<file path="src/clip_stk_ram.sv">
module clip_stk_ram #(
    parameter int WIDTH = 64,
    parameter int DEPTH = 16
) (
    input  logic                                   i_clk,
    input  logic                                   i_we,
    input  logic [(DEPTH > 1 ? $clog2(DEPTH) : 1)-1:0] i_waddr,
    input  logic [WIDTH-1:0]                       i_wdata,
    input  logic                                   i_re,
    input  logic [(DEPTH > 1 ? $clog2(DEPTH) : 1)-1:0] i_raddr,
    output logic [WIDTH-1:0]                       o_rdata
);

    logic [WIDTH-1:0] r_mem [DEPTH];
    logic [WIDTH-1:0] r_rdata;

    always_ff @(posedge i_clk) begin
        if (i_we) begin
            r_mem[i_waddr] <= i_wdata;
        end
        if (i_re) begin
            r_rdata <= r_mem[i_raddr];
        end
    end

    assign o_rdata = r_rdata;

endmodule

</file>
<file path="config.mk">
export PLATFORM = sky130hd
export DESIGN_NAME = clip_stk_ram
export DESIGN_NICKNAME = d
export VERILOG_FILES = /design/src/clip_stk_ram.sv
export SDC_FILE = /design/constraint.sdc
export NUM_CORES = 1
export LEC_CHECK = 0
export ABC_AREA = 0
export BUFFER_PORTS_ARGS = -buffer_cell sky130_fd_sc_hd__buf_4
export CORE_ASPECT_RATIO = 1.2
export CORE_MARGIN = 4
export CORE_UTILIZATION = 46
export DETAILED_ROUTE_END_ITERATION = 8
export GPL_ROUTABILITY_DRIVEN = 0
export GPL_TIMING_DRIVEN = 0
export SYNTH_ARGS = -nofsm -noshare
export SYNTH_HDL_FRONTEND = slang
export SYNTH_SLANG_ARGS = --single-unit
</file>
<file path="constraint.sdc">
create_clock -name i_clk -period 7.86 [get_ports i_clk]
set_clock_uncertainty 0.2 [all_clocks]
set_input_delay 0.786 -clock i_clk [delete_from_list [all_inputs] [get_ports i_clk]]
set_output_delay 0.786 -clock i_clk [all_outputs]
set_load 0.02 [all_outputs]
</file>
### Yosys cells after proc, flatten, opt, wreduce, memory -nomap -nowiden

Memories as Yosys holds them, arrays and structs flattened. A register that Yosys moved wholly into a read port is not among the register bits.
Cells that the tools add are included.

| word-level totals | value |
|---|---|
| output and inout bits | 64 |
| word-level logic and storage cells | 3 |
| memories kept | 1 |
| input bits | 75 |
| register bits | 0 |
| RAM bits | 1024 |

| operators by class | value |
|---|---|
| multiplexer cells | 2 |

Memory list:

| name | depth | bits a word | rd ports | clocked after Yosys merged registers in | write ports | line | source |
|---|---|---|---|---|---|---|---|
| r_mem | 16 | 64 | 1 | 1 | 1 | 14 | `logic [WIDTH-1:0] r_mem [DEPTH];` |

Operator list:

| kind | count |
|---|---|
| 2-to-1 mux 1 bit | 2 |

### Logic depth before layout (Yosys ltp)

| depth | value |
|---|---|
| depth in word-level cells | 2 |
| mapped depth | 6 |
| mapped depth without buffers | 3 |

### Worst setup path before layout

OpenSTA, ideal clock, no wires.

| timing path | value |
|---|---|
| path type | input port to flip-flop |
| start point | in i_waddr[2] (netlist bit) |
| end point | mem r_mem[0][0] (enable) |
| setup time | 565 ps |
| stages | 2 |
| setup slack | 1445 ps |
| arrival time | 5649 ps |
| buffers on the path | 0 |
| data required time | 7095 ps |
| cells stage by stage | or3b_2 > nor3_1 |

RTL lines:

| item | line | source |
|---|---|---|
| start, declared | 7 | `input logic [(DEPTH > 1 ? $clog2(DEPTH) : 1)-1:0] i_waddr,` |
| end, declared | 14 |  |

Straight into the memory's write port.

### Worst setup path in the final report

| timing path | value |
|---|---|
| start point | in i_waddr[2] (netlist bit) |
| end point | mem r_mem[8][54] (enable) |

Straight into the memory's write port.

==> results.toml <==
[sta]
setup_viol = 0
slew_headroom_pct = 18.7
slew_viol_final = 0
grt_setup_unrepaired = "false"
timing.fmax_mhz = 367
layout_min_cycle_time_ps = 2730
hold_viol_final = 0
max_slew.worst_pin.slew_ps = 1220
finalCritPeriodShare_pct = 34.7

[clocking]
cts.sinks = 1088
holdBufCountCts = 0
h-tree-depth = 3
clock_path_buffers = 3
cts_inserted_buffers = 101
cts_root_buf = "clkbuf_16"
clk_latency_ps = 670
ctsResizeCount = 0
cts_tree = "yes"
clk_pin_slew_ps = 60
post_cts.repair.setup_buffers = 0

[yosys]
avgSynthCellArea_sq_um = 24.4
synth_xor_area_share_pct = 0
synth_cells = 1647
synth_top_family_by_area = "multiplexers"
muxShareOfSynthArea_pct = 14.3
netlist_area_sq_mm = 0.0402
synth_adder_area_share_pct = 0
synth-seq-cells = 1088
ys_types = 17
synth_nets = 1722
yosys.area_share.simple_pct = 0.927
ys_warn_count = 0
yosysSeqAreaShare_pct = 81.2
synth_compound_area_share_pct = 2.39

[floorplan]
io_pins = 139
die_x_microns = 278
initial_core_util_pct = 46.5
std_cell_rows = 118
core_sq_mm = 0.0865
die_area_sq_mm = 0.0923
chipHeight_microns = 332

[worst_setup_path]
slowest_delay_ps = 820
crit_chain = "buf_4 -> nand3b_1 -> nor3_2 -> buf_6 -> buf_8 -> buf_8 -> buf_6"
r2r_slack_ps = 6060
worst-path-buf-inv = 5
crit_fanout = 10
crit_family = "simple AND/OR/NAND/NOR gates"
reg2reg_to = "o_rdata[34]"
cp_slowest_cell = "nor3_2"
crit_path_start = "i_waddr[2]"
timing.rr.start = "r_mem[3][34]"
crit_type = "primary input to flip-flop"
critPathCaptureType = "flip-flop"
start_kind = "primary input"
cp_num_cells = 7
rr_worst_depth = 3
worstSetupEndpoint = "r_mem[8][54]"
crit_required_ps = 8000
crit_arrival_ps = 2870

[route]
ant_nets = 0
drt-initial-drc-count = 1858
dr.pass1.iters = 5
dr_wl_met3_microns = 5650
highest_layer = "met5"
wl_microns = 91300
drc = 0
met2_length_microns = 46900
wl_met1_microns = 36900
wire_per_inst_microns = 28.7
dr_total_vias = 18436
viasPerCell = 5.80

[grt]
antenna_found_initial = 7
grt_first_pass_wirelength_microns = 134000
track_usage_pct = 19.8
grt_pass1_vias = 19770
grt_overflow = 0
grt_max_degree = 65

[status]
status = "finished, final reports clean"

[final_layout]
layout.cells.most_common = "edfxtp_1"
fin_nets = 2031
layout_common_cells = "edfxtp_1 (1,088), mux4_2 (256), buf_4 (143)"
area_growth_pct = 17.3
fin_cells = 3181
drive_gt1_share_pct = 31.8

[place]
io_buffers = 136
place_hpwl_microns = 56300
place_inst = 2993

[power]
powerDensity_mw_per_mm2 = 255
fin_total_pwr_w = 0.0120
ir_worst_vdd_mv = 0.164
p_leak_nw = 15.1

[run]
drv_cap = 0

[worst_hold_path]
hold_class = "primary input to flip-flop"
## area by class of cell
type / count / area, sq um
buffer: 84 / 452
multi-input combinational: 475 / 7210
fill: 6564 / 39400
clock inverter: 59 / 548
sequential: 1088 / 32700
tap: 1140 / 1430
timing repair buffer: 206 / 2190
antenna: 4 / 10.0
clock buffer: 125 / 2660
## worst register-to-register path, stage by stage (launching register included)
cell      delay (ps)
edfxtp_1         360
mux4_2           480
a22oi_1          360
nand2_1          140
## registers in the layout, indices dropped and copies added, names as in the netlist
register and cells:
r_mem 1024, o_rdata 64
## metal layers
metal	up-vias	track usage, %
met1	9953	27.2
li1	7750	-
met4	6	4.93
met2	596	33.3
met3	131	3.54
met5	-	0
## how the worst min path moves through the flow
| stage | startpoint | to | depth (start not counted) | slack, ps |
|---|---|---|---|---|
| after floorplan | r_mem[14][0] | o_rdata[0] | 3 | 510 |
| after global placement | r_mem[14][52] | o_rdata[52] | 3 | 530 |
| after detailed placement | r_mem[14][0] | o_rdata[0] | 3 | 530 |
| after CTS | i_wdata[12] | r_mem[9][12] | 1 | 170 |
| after global routing | i_wdata[62] | r_mem[10][62] | 1 | 200 |
| final | i_wdata[12] | r_mem[12][12] | 1 | 220 |
## logic make-up after synthesis
logic type             count (synthesis)
flip-flops                          1088
multiplexers                         256
AO/OA/AOI/OAI                        128
AND/OR/NAND/NOR                       91
buffers and inverters                 84
## report_power, final
part           switching (W)  internal (W)
Combinational       0.000387      0.000267
Sequential         0.0000334       0.00653
Clock                0.00206       0.00272
Total                0.00248       0.00953
## through the flow
| stage | utilization [%] | setup WS [ps] | area (sq um) | TNS [ps] | hold WS [ps] |
|---|---|---|---|---|---|
| 4_1_cts | 54.5 | 5140 | 47200 | 0 | 168 |
| 6_report | 54.5 | 5130 | 47200 | 0 | 219 |
| 3_3_place_gp | 49.3 | -4230 | 42700 | -1100360 | 529 |
| 5_1_grt | 54.5 | 5070 | 47200 | 0 | 197 |
| 2_1_floorplan | - | 1450 | 40200 | 0 | 510 |
| 3_5_place_dp | 50.8 | 4440 | 43900 | 0 | 534 |
## synth_stat cells
library cell	instances	share of area, %
nand2_1	65	0.61
mux4_2	256	14
nor2_1	13	0.12
clkbuf_1	36	0.34
buf_6	13	0.36
nor2b_1	2	0.031
edfxtp_1	1088	81
buf_2	13	0.16
or3b_2	1	0.022
nand3b_1	2	0.037
nand3_1	1	0.012
and2_1	1	0.016
nor3_1	4	0.050
buf_4	6	0.11
a22oi_1	128	2.4
buf_1	16	0.15
nand2b_1	2	0.031
(Power assumes the default switching activity.)
