`config.mk`:
```
export PLATFORM = sky130hd
export DESIGN_NAME = clip_stk_rep
export DESIGN_NICKNAME = d
export VERILOG_FILES = /design/src/clip_stk_top_dummy_placeholder.sv
export SDC_FILE = /design/constraint.sdc
export NUM_CORES = 1
export LEC_CHECK = 0
export ABC_AREA = 1
export BUFFER_PORTS_ARGS = -buffer_cell sky130_fd_sc_hd__buf_4
export CAP_MARGIN = 20
export CORE_UTILIZATION = 55
export CTS_CLUSTER_DIAMETER = 40
export DETAILED_ROUTE_END_ITERATION = 16
export PLACE_DENSITY = 0.79
export SLEW_MARGIN = 20
export SYNTH_ARGS = -nofsm -noshare
export SYNTH_HDL_FRONTEND = slang
export SYNTH_SLANG_ARGS = --single-unit
```
`constraint.sdc`:
```
create_clock -name i_clk -period 2.4 [get_ports i_clk]
set_input_delay 0.48 -clock i_clk [delete_from_list [all_inputs] [get_ports i_clk]]
set_output_delay 0.48 -clock i_clk [all_outputs]
set_load 0.05 [all_outputs]
```
`src/clip_stk_top_dummy_placeholder.sv`:
```
module clip_stk_rep #(
    parameter int CB = 16
) (
    input  logic            i_clk,
    input  logic            i_rst_n,
    input  logic            i_update,
    input  logic            i_present,
    input  logic [4*CB-1:0] i_rect,
    output logic            o_differs
);

    logic            r_valid;
    logic            r_present;
    logic [4*CB-1:0] r_rect;

    assign o_differs = !r_valid || (r_present != i_present) ||
                       (i_present && (r_rect != i_rect));

    always_ff @(posedge i_clk) begin
        if (!i_rst_n) begin
            r_valid   <= 1'b0;
            r_present <= 1'b0;
        end else if (i_update) begin
            r_valid   <= 1'b1;
            r_present <= i_present;
        end
    end

    always_ff @(posedge i_clk) begin
        if (!i_rst_n) begin
            r_rect <= '0;
        end else if (i_update) begin
            r_rect <= i_present ? i_rect : '0;
        end
    end

endmodule

```
Yosys cells after proc, flatten, opt, wreduce, memory -nomap -nowiden --
Index checks and enable logic that the tools add are counted.
Storage, ports and cells: flip-flop bits (word level) 66, input port bits 68, output and inout port bits 1, logic and storage cells 10
Operators by class: equal/unequal tests 2, mux-type cells 1, reductions and logical operators 4
Operator list (count):
- $mux W64 | 1
- $ne A64 B64 Y1 | 1
- $logic_or A1 B1 Y1 | 2
- $logic_and A1 B1 Y1 | 1
- $logic_not A1 Y1 | 1
- $ne A1 B1 Y1 | 1

Depth between registers and ports, before layout --
depth in word-level cells 3, gate-level depth with buffers 11

Worst setup path after synthesis --
No wires, ideal clock.
path kind input port to output port, start input i_rect[32], end output o_differs, arrival 1318 ps, data required time 1920 ps, setup slack 602 ps, stages 11, path buffers 0, cells stage by stage inv_1 > nand2_1 > nand2_1 > nor2_1 > nand2_1 > nor2_1 > nand2_1 > nor2_1 > nand2_1 > nand2_1 > nand2_1
On the way: cells in the longest elaborated chain, start to end 3
RTL lines:
- from (decl) | line 8 | input logic [4*CB-1:0] i_rect,
- $ne A64 B64 Y1 | line 17 | (i_present && (r_rect != i_rect));
- $logic_and A1 B1 Y1 | line 17
- $logic_or A1 B1 Y1 | line 16 | assign o_differs = !r_valid || (r_present != i_present) ||
- to (decl) | line 9 | output logic o_differs
Every way passes these cells.

Worst setup path in the final report --
start register r_rect[35], end output o_differs
On the way: cells in the longest elaborated chain, start to end 3
RTL lines:
- from (decl) | line 14 | logic [4*CB-1:0] r_rect;
- from (signal assigned) | line 33 | r_rect <= i_present ? i_rect : '0;
- $ne A64 B64 Y1 | line 17
- $logic_and A1 B1 Y1 | line 17
- $logic_or A1 B1 Y1 | line 16
Every way passes these cells.

==> results.yml <==
outcome:
  status: "finished clean"
routing:
  ant_nets: 0
  num_vias: 3801
  wire_per_inst_microns: 11.1
  drtIter0Drc: 194
  route.detailed.vias_per_inst: 5.01
  firstDrtPassIters: 5
  drt-total-wl_microns: 8390
  drc: 0
critical_path:
  critPathKind: "flop to output port"
  critPathRequiredTime_ns: 1.92
  worst-path-max-fanout: 3
  critPathArrivalTime_ns: 1.74
  slowest_stage: "dfxtp_1"
  crit_path_start_kind: "flop"
  worst-path-buf-inv: 2
  worst_setup_path_end_kind: "output port"
  crit_family: "simple AND/OR/NAND/NOR gates"
  crit_chain: "inv_1 > nand2_1 > nand2_1 > nor2_2 > nand2_1 > nor2_1 > nand2_1 > nor2_1 > nand2_1 > nand2_1 > nand2_1 > buf_4"
  crit_path_frequent_cell: "nand2_1"
  slowest_delay_ns: 0.35
floorplan:
  die_w_microns: 83.6
  ios: 69
  num_rows: 29
  die_y_microns: 83.6
  die_area_sq_um: 6990
  placeableCoreArea_sq_um: 6390
  start_util_pct: 57.4
timing:
  tightest_slew_ns: 0.690
  setup_viol: 0
  timing.slew.headroom_pct: 54.0
  finalSetupTns_ns: 0
  fin_crit_ns: 2.22
  hold_viol: 0
  hold_slack_ns: 0.421
  slew_violations: 0
  fin_crit_sh_pct: 92.4
  fin_skew_ns: 0
  fmax_mhz: 451
  rsz0062_at_grt: "false"
layout:
  antenna_cells: 0
  regArea_sq_um: 1320
  drive_above_1_share_pct: 13.0
  final_nets: 747
  multiInputGateArea_sq_um: 1860
  area_growth_syn_to_layout_pct: 19.4
  nFillCells: 607
synth:
  synth_warnings: 0
  ys_seq_elements: 66
  synth.cell_area_sq_um: 3660
  synth.most_common_cell: "nand2_1"
  synth.avg_cell_area_sq_um: 5.88
  synth_cells: 623
  ys.flop_type: "dfxtp_1"
  synth_top_area_cell: "dfxtp_1"
  synth-edff-count: 0
  ys_top_cells_by_count: "217 x nand2_1, 93 x inv_1, 77 x nor2_1"
  seq_area_frac_synth_pct: 36.1
  syn_nets: 691
  synth_top_area_share_pct: 36.1
  async_flop_share_pct: 0
  synth.distinct_cells: 13
  ys_top_cells_by_area: "dfxtp_1 36%, nand2_1 22%, inv_1 9.5%"
power_and_ir_drop:
  clkPwrFrac_pct: 36.2
  p_sw_uw: 657
  p_int_uw: 1780
  total_power_uw: 2430
  combPwrFrac_pct: 15.8
  p_per_area_nw_per_um2: 557
  p_leak_uw: 0.00214
  sw_frac_of_total_pct: 27.0
  seqPwrFrac_pct: 48.0
  peakVddDrop_v: 0.000362
flow_run:
  drv_cap: 0
clock_network:
  cts_root_buffer: "clkbuf_8"
  tritoncts: "built"
  clockBufferDepth: 2
  post_cts_buffers: 0
  htreeDepth: 3
  cts_sinks: 66
  numCtsBuffers: 9
  clk_pin_slew_ns: 0.07
  insertion_delay_ns: 0.34
placed_design:
  io_buffers: 68
  dp_hpwl_microns: 5580
  finalWeightedCongestion: 0.737
global_route:
  antenna_found_initial: 0
  grt_max_degree: 66
  grt_pass1_vias: 3575
  grt.overflow.total: 0
  grtUsageTotal_pct: 25.1
  grt_pass1_wl_microns: 14500
min_path:
  min-delay-path-class: "primary input to flop"
final timing paths:
check | from | endpoint | slack, ns | depth (start not counted)
min | i_rect[29] | r_rect[29]$_SDFFE_PN0P_ | 0.42 | 3
max | r_rect[35]$_SDFFE_PN0P_ | o_differs | 0.18 | 12
min reg2reg | r_valid$_SDFFE_PN0P_ | r_valid$_SDFFE_PN0P_ | 0.46 | 2
max reg2reg | r_rect[8]$_SDFFE_PN0P_ | r_rect[8]$_SDFFE_PN0P_ | 1.74 | 2
per-layer routing:
| metal | global-route usage, % | share of wire [%] | vias up |
|---|---|---|---|
| met5 | 0 | 0 | - |
| met4 | 10.8 | 1.7 | 0 |
| met1 | 29.0 | 44 | 1722 |
| li1 | - | - | 1996 |
| met3 | 4.95 | 4.5 | 15 |
| met2 | 44.9 | 50 | 68 |
state kept, by name, summed over array words and instances (netlist names):
name	count
r_rect	64
r_present	1
r_valid	1
worst min-delay path: stages:
cell,delay (ns)
buf_4,0.12
nand3_1,0.07
a21oi_1,0.05
power by group through the flow:
stage | logic (uW) | registers, uW | clock network [uW]
3_3_place_gp | 375 | 1190 | 0
6_report | 385 | 1170 | 881
4_1_cts | 388 | 1170 | 888
5_1_grt | 439 | 1170 | 943
3_5_place_dp | 386 | 1190 | 0
2_1_floorplan | 229 | 1190 | 0
cells in the final DEF, fill, tap and decap left out:
cell type / instances
clkbuf_1: 2
clkinv_2: 1
nand3_1: 64
buf_4: 71
clkinvlp_4: 1
nand2_1: 217
nor2_2: 2
clkbuf_8: 9
buf_12: 2
xor2_1: 11
bufinv_16: 1
dfxtp_1: 66
nor2_1: 75
a21oi_1: 66
inv_1: 92
inv_2: 2
cells by family (layout without fill, tap and decap cells):
group / after synthesis / in the layout / share of synthesized area [%]
buffers and inverters: 122 / 181 / 13.4
xor gates and xnor gates: 11 / 11 / 2.63
and+or+nand+nor: 358 / 358 / 38.9
DFF: 66 / 66 / 36.1
AOI/OAI and AO/OA: 66 / 66 / 9.02
stage by stage:
stage,instance area [sq um],setup slack (ns),utilization [%],instances
floorplan,3660,0.602,-,623
global placement,4190,0.294,65.7,745
detailed placement,4190,0.294,65.7,745
CTS,4370,0.175,68.4,759
global route,4370,0.0134,68.5,759
finish,4370,0.183,68.5,759
layout make-up:
type	instances	share of cell area (%)
Sequential cell	66	30.2
Inverter	94	8.07
Clock inverter	3	0.973
Clock buffer	11	3.00
Tap cell	77	2.20
Multi-Input combinational cell	435	42.4
Timing Repair Buffer	73	13.1
repair_timing:
item,4_1_cts,5_1_grt
gates resized for setup,0,2
hold buffers,0,0
endpoints found under the setup margin,0,1
Note: power is estimated with default switching activity, not from simulation.
