--- src/clip_stk_isect.sv ---
module clip_stk_isect #(
    parameter int CB = 16
) (
    input  logic [4*CB-1:0] i_top,
    input  logic [4*CB-1:0] i_new,
    input  logic            i_on_empty,
    output logic [4*CB-1:0] o_rect
);

    logic signed [CB-1:0] t_l, t_t, t_r, t_b;
    logic signed [CB-1:0] n_l, n_t, n_r, n_b;
    logic signed [CB-1:0] x_l, x_t, x_r, x_b;
    logic                 top_zero;
    logic                 has_area;

    always_comb begin
        {t_b, t_r, t_t, t_l} = i_top;
        {n_b, n_r, n_t, n_l} = i_new;

        x_l = (t_l > n_l) ? t_l : n_l;
        x_t = (t_t > n_t) ? t_t : n_t;
        x_r = (t_r < n_r) ? t_r : n_r;
        x_b = (t_b < n_b) ? t_b : n_b;

        top_zero = (i_top == '0);
        has_area = (x_l < x_r) && (x_t < x_b);

        // first entry goes in as given, even with no area
        if (i_on_empty) begin
            o_rect = i_new;
        end else if (!top_zero && has_area) begin
            o_rect = {x_b, x_r, x_t, x_l};
        end else begin
            o_rect = '0;
        end
    end

endmodule

--- config.mk ---
export PLATFORM = sky130hd
export DESIGN_NAME = clip_stk_isect
export DESIGN_NICKNAME = d
export VERILOG_FILES = /design/src/clip_stk_isect.sv
export SDC_FILE = /design/constraint.sdc
export NUM_CORES = 1
export LEC_CHECK = 0
export CAP_MARGIN = 30
export CORE_UTILIZATION = 30
export DETAILED_ROUTE_END_ITERATION = 10
export DONT_BUFFER_PORTS = 1
export PLACE_DENSITY_LB_ADDON = 0.25
export SYNTH_ARGS = -nofsm -noshare
export SYNTH_HDL_FRONTEND = slang
export SYNTH_SLANG_ARGS = --single-unit
--- constraint.sdc ---
create_clock -name vclk -period 5.9
set_input_delay 0.295 -clock vclk [all_inputs]
set_output_delay 0.295 -clock vclk [all_outputs]
set_load 0.005 [all_outputs]
**After elaboration in Yosys (flattened, before gate mapping)**

Cells that the tools add are included.

- Register bits: 0
- Bits in latches: 0
- Memory bits (writable): 0
- ROM bits: 0
- Input port bits: 129
- Output and inout bits: 64
- Logic and storage cells: 16
- Memories kept: 0

- $add $sub $neg: 0
- Multipliers: 0
- Div/mod/pow operators: 0
- Magnitude comparators: 6
- Equal/unequal tests: 0
- Shift-type cells: 0
- Mux-type cells: 6
- Bitwise operators: 0
- Reduce and logical (&&, ||, !) cells: 4

Operators with widths:

| kind | count |
|---|---|
| 64-bit two-way mux | 2 |
| 64-bit logical NOT | 1 |
| 16-bit < comparator | 4 |
| 16-bit two-way mux | 4 |
| 16-bit > comparator | 2 |
| 1-bit logical AND | 2 |
| 1-bit logical NOT | 1 |

**Logic depth before layout (Yosys ltp)**

Gate-level depths: netlist (run 1).

- Depth after elaboration: 7
- Gate-level depth with buffers: 21
- Mapped depth without buffers: 18

**Least setup slack after synthesis (run 1)**

Ideal clock, no wire load.

- Path type: input-to-output
- Start: input i_new[31]
- End: output o_rect[10]
- Arrival time: 4.753 ns
- Data required time: 5.605 ns
- Slack: 0.852 ns
- Cell stages on the path: 21
- Path buffers: 4
- Cells stage by stage: inv_1 -> ha_1 -> nand4_1 -> or4_1 -> a21oi_1 -> or4_1 -> and2_1 -> clkbuf_1 -> buf_2 -> mux2_2 -> ha_1 -> a21o_1 -> a21o_1 -> a21o_1 -> a221oi_1 -> o211ai_1 -> nor4b_2 -> and3_1 -> buf_2 -> buf_6 -> a22o_1

- Cells in the longest elaborated chain, start to end: 7

RTL lines:

| what | RTL line | source |
|---|---|---|
| from (decl) | 5 | `input logic [4*CB-1:0] i_new,` |
| 16-bit > comparator | 21 | `x_t = (t_t > n_t) ? t_t : n_t;` |
| 16-bit two-way mux * | 21 |  |
| 16-bit < comparator * | 26 | `has_area = (x_l < x_r) && (x_t < x_b);` |
| 1-bit logical AND * | 26 |  |
| 1-bit logical AND * | 31 | `end else if (!top_zero && has_area) begin` |
| 64-bit two-way mux * | 31 |  |
| 64-bit two-way mux * | 29 | `if (i_on_empty) begin` |
| to (decl) | 7 | `output logic [4*CB-1:0] o_rect` |

Every way passes the cells marked *; elsewhere a longest branch is shown, timed or not.

**Worst setup path after layout (run 1)**

- Start: input i_new[31]
- End: output o_rect[35]

The elaborated chain is that of the path after synthesis.

==> flow_summary.json, run 1 <==
{
  "min_to": "o_rect[13]",
  "avgRoutedWirePerCell_um": 20.1,
  "dp_worst_setup_slack_ns": 0.480,
  "fp-row-count": 40,
  "io_buffers": 0,
  "synth_cell_types": 48,
  "grt_usage_pct": 20.5,
  "die_h_um": 115,
  "wl_um": 14300,
  "overflow": 0,
  "antenna_left": 0,
  "syn_nets": 742,
  "cp.arrival_ns": 5.17,
  "power-per-cell-area_nw_per_um2": 106,
  "final_layout_size_suffix_gt1_share_pct": 12.3,
  "synthCells": 521,
  "seq_area_um2": 0,
  "cp-end-kind": "output port",
  "multi_input_area_um2": 3440,
  "setup_viol": 0,
  "vdd_drop_max_v": 0.0000394,
  "slew_violations": 0,
  "area_growth_pct": 12.1,
  "avgViaCountPerCell": 5.80,
  "hpwlAfterDp_um": 12700,
  "p_leak_nw": 2.16,
  "die-width_um": 115,
  "seq_cells": 0,
  "drtIter0Drc": 193,
  "post_cts_resized": 0,
  "internal_power_uw": 207,
  "num_antenna_cells": 0,
  "hold_violations": 0,
  "io_pins": 193,
  "rsz0062_at_grt": "false",
  "ys_warn_count": 0,
  "cp.required_ns": 5.61,
  "switchingPower_uw": 247,
  "vias": 4130,
  "pwr-share-comb_pct": 100.0,
  "hold_depth": 1,
  "die-area_um2": 13200,
  "cp_max_fo": 31,
  "grt_pass1_vias": 4108,
  "slew-limit-headroom_pct": 45.9,
  "drc": 0,
  "cap_violations": 0,
  "antenna_found_initial": 0,
  "start_util_pct": 31.3,
  "synth.avg_cell_area_um2": 7.34,
  "min_from": "i_new[13]",
  "setup.worst_path.class": "in -> out",
  "grt_start_max_net_pins": 35,
  "syn-cell-area_um2": 3820,
  "postCtsHoldBufs": 0,
  "power_frac_seq_pct": 0,
  "worstHoldPathType": "in -> out",
  "firstDrtPassIters": 4,
  "nClkBuffers": 0,
  "status": "finished, final reports clean",
  "sw_frac_of_total_pct": 54.4,
  "nets": 767,
  "pwr-share-clk_pct": 0,
  "core_um2": 12200,
  "worstMarginPinSlew_ns": 0.804,
  "fin_ws_ns": 0.433,
  "ys_seq_area_share_pct": 0,
  "cts_setup_buffers": 0,
  "place_congestion": 0.835,
  "period_needed_ns": 5.47,
  "grt_pass1_wl_um": 21300,
  "setup-tns-final_ns": 0,
  "fillers": 1343,
  "fmax_mhz": 183,
  "worstSetupStartpointType": "primary input",
  "min_period_over_period_pct": 92.7
}
[final cells by class]
cell class	instances	share of cell area, %
Tap cell	168	4.91
Multi-Input combinational cell	425	80.3
Timing Repair Buffer	45	8.35
Inverter	74	6.48
[metrics by stage]
| stage | instances | hold WS [ns] | utilization, % | total power [mW] | instance area (µm²) |
|---|---|---|---|---|---|
| floorplan | 521 | 0.682 | - | 0.328 | 3820 |
| global placement | 711 | 0.719 | 34.9 | 0.448 | 4260 |
| detailed placement | 712 | 0.718 | 35.1 | 0.455 | 4290 |
| CTS | 712 | 0.718 | 35.1 | 0.458 | 4290 |
| global route | 712 | 0.721 | 35.1 | 0.509 | 4290 |
| finish | 712 | 0.716 | 35.1 | 0.455 | 4290 |
[per-layer routing]
| layer | global-route usage [%] | wire, µm |
|---|---|---|
| met1 | 24.6 | 5760 |
| met5 | 0 | 0 |
| met3 | 3.90 | 1320 |
| met4 | 3.12 | 242 |
| met2 | 38.2 | 6980 |
[how the worst max path moves through the flow]
stage / cells past startpoint / end / slack [ns] / startpoint
final: 20 / o_rect[35] / 0.43 / i_new[31]
after global routing: 20 / o_rect[40] / 0.05 / i_new[31]
after CTS: 20 / o_rect[35] / 0.46 / i_new[31]
after detailed placement: 20 / o_rect[35] / 0.48 / i_new[31]
after global placement: 20 / o_rect[41] / 0.57 / i_new[31]
after floorplan: 21 / o_rect[10] / 0.85 / i_new[31]
[worst max-delay path: stages]
cell and delay (ns):
inv_1 0.02, ha_1 0.30, nand4_1 0.18, or4_1 0.55, a21oi_1 0.17, or4_1 0.18
and2_1 0.49, mux2_2 0.42, ha_1 0.32, a21oi_1 0.17, o21a_1 0.12, o21ai_0 0.06
a2111oi_0 0.55, o211ai_1 0.17, nor4b_2 0.27, buf_4 0.18, nand3_1 0.10, buf_4 0.27
o22ai_1 0.20, buf_4 0.15
[cell usage after synthesis, types with 4 or more instances]
cell type	count	area (µm²)
ha_1	92	1150
mux2i_1	31	310
a22o_1	31	272
inv_1	74	278
clkbuf_1	12	45.0
o22ai_1	33	206
nand3_1	8	40.0
nand2b_1	4	25.0
buf_2	6	30.0
nor2_1	10	37.5
nor4_1	19	119
nor2b_1	6	37.5
a21o_1	8	60.1
mux2_2	16	180
o21a_1	6	45.0
nor3_1	4	20.0
nand4_1	17	106
a2111oi_0	4	35.0
a21oi_1	31	155
o21ai_0	28	140
nand2_1	34	128
a211oi_1	7	52.6
[cells by family after synthesis]
kind of cell	share of synthesized area [%]
multiplexers	12.8
buffers and inverters	10.3
AO/OA/AOI/OAI	30.3
AND/OR/NAND/NOR	16.4
adder cells (fa/ha/maj)	30.1
[power groups by stage]
stage | sequential (mW) | combinational [mW] | clock (mW)
5_1_grt | 0 | 0.509 | 0
4_1_cts | 0 | 0.458 | 0
2_1_floorplan | 0 | 0.328 | 0
3_5_place_dp | 0 | 0.455 | 0
6_report | 0 | 0.455 | 0
3_3_place_gp | 0 | 0.448 | 0
[placed cells by master (no fill, tap or decap), types with 6 or more instances in the layout]
master / instances
nand4_1: 17
nand3_1: 8
buf_4: 44
nor2_1: 10
nor2b_1: 6
a21o_1: 8
a22o_1: 31
a211oi_1: 7
o21a_1: 6
nor4_1: 19
a21oi_1: 30
ha_1: 92
mux2i_1: 31
nand2_1: 34
inv_1: 74
mux2_2: 16
o22ai_1: 33
o21ai_0: 28
No activity file was read; power rests on OpenSTA's default activity.
==> run 2, diff against run 1 <==
--- a/config.mk
+++ b/config.mk
@@ -5,6 +5,7 @@
 export SDC_FILE = /design/constraint.sdc
 export NUM_CORES = 1
 export LEC_CHECK = 0
+export ABC_AREA = 1
 export CAP_MARGIN = 30
 export CORE_UTILIZATION = 30
 export DETAILED_ROUTE_END_ITERATION = 10
==> flow_summary.json, run 2 <==
{
  "final_common_cell": "nand2_1",
  "worstMarginPinSlew_ns": 0.906,
  "start_util_pct": 31.2,
  "cap_violations": 0,
  "synth_top_family_by_area": "simple AND/OR/NAND/NOR gates",
  "fp-row-count": 44,
  "synth_compound_area_share_pct": 13.0,
  "status": "finished, final reports clean",
  "core_um2": 14800,
  "synth_mux_area_share_pct": 0,
  "area_growth_pct": 0.923,
  "synthAdderAreaFrac_pct": 25.0,
  "final_util_pct": 31.5,
  "ys_warn_count": 0,
  "die-area_um2": 15900,
  "cp.required_ns": 5.61,
  "num_antenna_cells": 0,
  "vias": 5142,
  "fin_ws_ns": 1.04,
  "synth_top_cell_area_share_pct": 25.0,
  "rsz0062_at_grt": "false",
  "slew-limit-headroom_pct": 39.4,
  "cp.arrival_ns": 4.57,
  "worstSetupStartpointType": "primary input",
  "hpwlAfterDp_um": 12500,
  "grt_usage_pct": 17.6,
  "worstHoldPathType": "in -> out",
  "hold_ws_ns": 0.684,
  "cp_max_fo": 41,
  "die-width_um": 126,
  "die_h_um": 126,
  "multi_input_area_um2": 3850,
  "nets": 1081,
  "nClkBuffers": 0,
  "fillers": 1751,
  "antenna_left": 0,
  "hold_violations": 0,
  "ys_seq_area_share_pct": 0,
  "dp_worst_setup_slack_ns": 1.00,
  "avgRoutedWirePerCell_um": 13.9,
  "cp-end-kind": "output port",
  "setup-tns-final_ns": 0,
  "final_cell_mix": "282 x nand2_1, 145 x inv_1, 99 x nor2_1",
  "grt_pass1_vias": 4722,
  "synth.avg_cell_area_um2": 5.16,
  "crit_path_start": "i_new[15]",
  "drc": 0,
  "min_period_over_period_pct": 82.4,
  "setup.worst_path.class": "in -> out",
  "fmax_mhz": 206,
  "ys_top_cells_by_area": "ha_1 25%, nand2_1 23%, inv_1 12%",
  "cts_setup_buffers": 0,
  "io_buffers": 0,
  "yosysTopAreaCell": "ha_1",
  "slew_violations": 0,
  "final_layout_size_suffix_gt1_share_pct": 1.28,
  "power-per-cell-area_nw_per_um2": 150,
  "avgViaCountPerCell": 4.93,
  "postCtsHoldBufs": 0,
  "vdd_drop_max_v": 0.000102,
  "grt_pass1_wl_um": 23200,
  "seq_area_um2": 0,
  "syn-cell-area_um2": 4610,
  "synth_common_cells": "282 x nand2_1, 145 x inv_1, 99 x nor2_1",
  "wl_um": 14500,
  "synth-xor-area-share_pct": 0,
  "min_from": "i_new[17]",
  "seq_cells": 0,
  "overflow": 0,
  "synth_simple_gate_area_share_pct": 45.6,
  "firstDrtPassIters": 5,
  "period_needed_ns": 4.86,
  "io_pins": 193,
  "place_congestion": 0.850,
  "synthCells": 893,
  "post_cts_resized": 0,
  "p_leak_nw": 2.84,
  "syn_nets": 1114,
  "setup_viol": 0,
  "synth_cell_types": 27,
  "drtIter0Drc": 258,
  "synth_most_common_cell": "nand2_1",
  "antenna_found_initial": 0,
  "grt_start_max_net_pins": 129
}
[run 2: changes by cell type after synthesis, sizes merged, moves of 16 or more]
cell,before,now
a21oi,31,53
o22ai,33,0
inv,74,146
nand3,8,86
nand2,34,284
mux2,16,0
o21ai,28,53
mux2i,31,0
nor2,10,100
a22o,31,0
[run 2: report_power, final]
group | total (mW) | switching [mW] | internal [mW]
Combinational | 0.698 | 0.479 | 0.219
Clock | 0 | 0 | 0
Sequential | 0 | 0 | 0
[run 2: final timing paths]
path / slack [ns] / end / cells after the start
hold / removal: 0.68 / o_rect[17] / 2
setup / recovery: 1.04 / o_rect[61] / 22
[run 2: layer usage]
| layer | global-route usage, % | routed length, µm | share of wire [%] | vias to the layer above |
|---|---|---|---|---|
| li1 | - | - | - | 2792 |
| met1 | 26.5 | 7560 | 52 | 2183 |
| met2 | 27.2 | 5970 | 41 | 155 |
| met3 | 2.04 | 866 | 6.0 | 12 |
| met4 | 1.77 | 133 | 0.92 | 0 |
| met5 | 0 | 0 | 0 | - |
[run 2: area by class of cell]
cell class,count,area share (%)
inverter,146,11.8
multi-input combinational,709,82.8
tap,184,4.95
timing repair buffer,3,0.484
[run 2: worst max-delay path, stage by stage]
cell and delay [ns]:
inv_1 0.03, ha_1 0.33, a21oi_1 0.17, o21ai_0 0.10, nor2_1 0.14, nand2_1 0.07, nand2_1 0.07, nand3_1 0.55
buf_4 0.40, o21ai_0 0.23, inv_1 0.09, ha_1 0.31, a21oi_1 0.12, o21ai_0 0.09, nand4_1 0.08, nand3_1 0.09
nor3_1 0.14, nand2_1 0.08, nand2_2 0.58, buf_4 0.35, nand3_1 0.10, nand2_1 0.13
[run 2: kinds of logic after synthesis]
group | count (synthesis)
adder cells (fa/ha/maj) | 92
buffers and inverters | 184
AND/OR/NAND/NOR | 503
AO/OA/AOI/OAI | 114
[run 2: stage by stage]
| step | area [µm²] | std cells | power (mW) |
|---|---|---|---|
| after floorplan | 4610 | 893 | 0.628 |
| after detailed placement | 4650 | 1042 | 0.703 |
| after global placement | 4650 | 1042 | 0.700 |
| after CTS | 4650 | 1042 | 0.706 |
| after global routing | 4650 | 1042 | 0.815 |
| final | 4650 | 1042 | 0.698 |
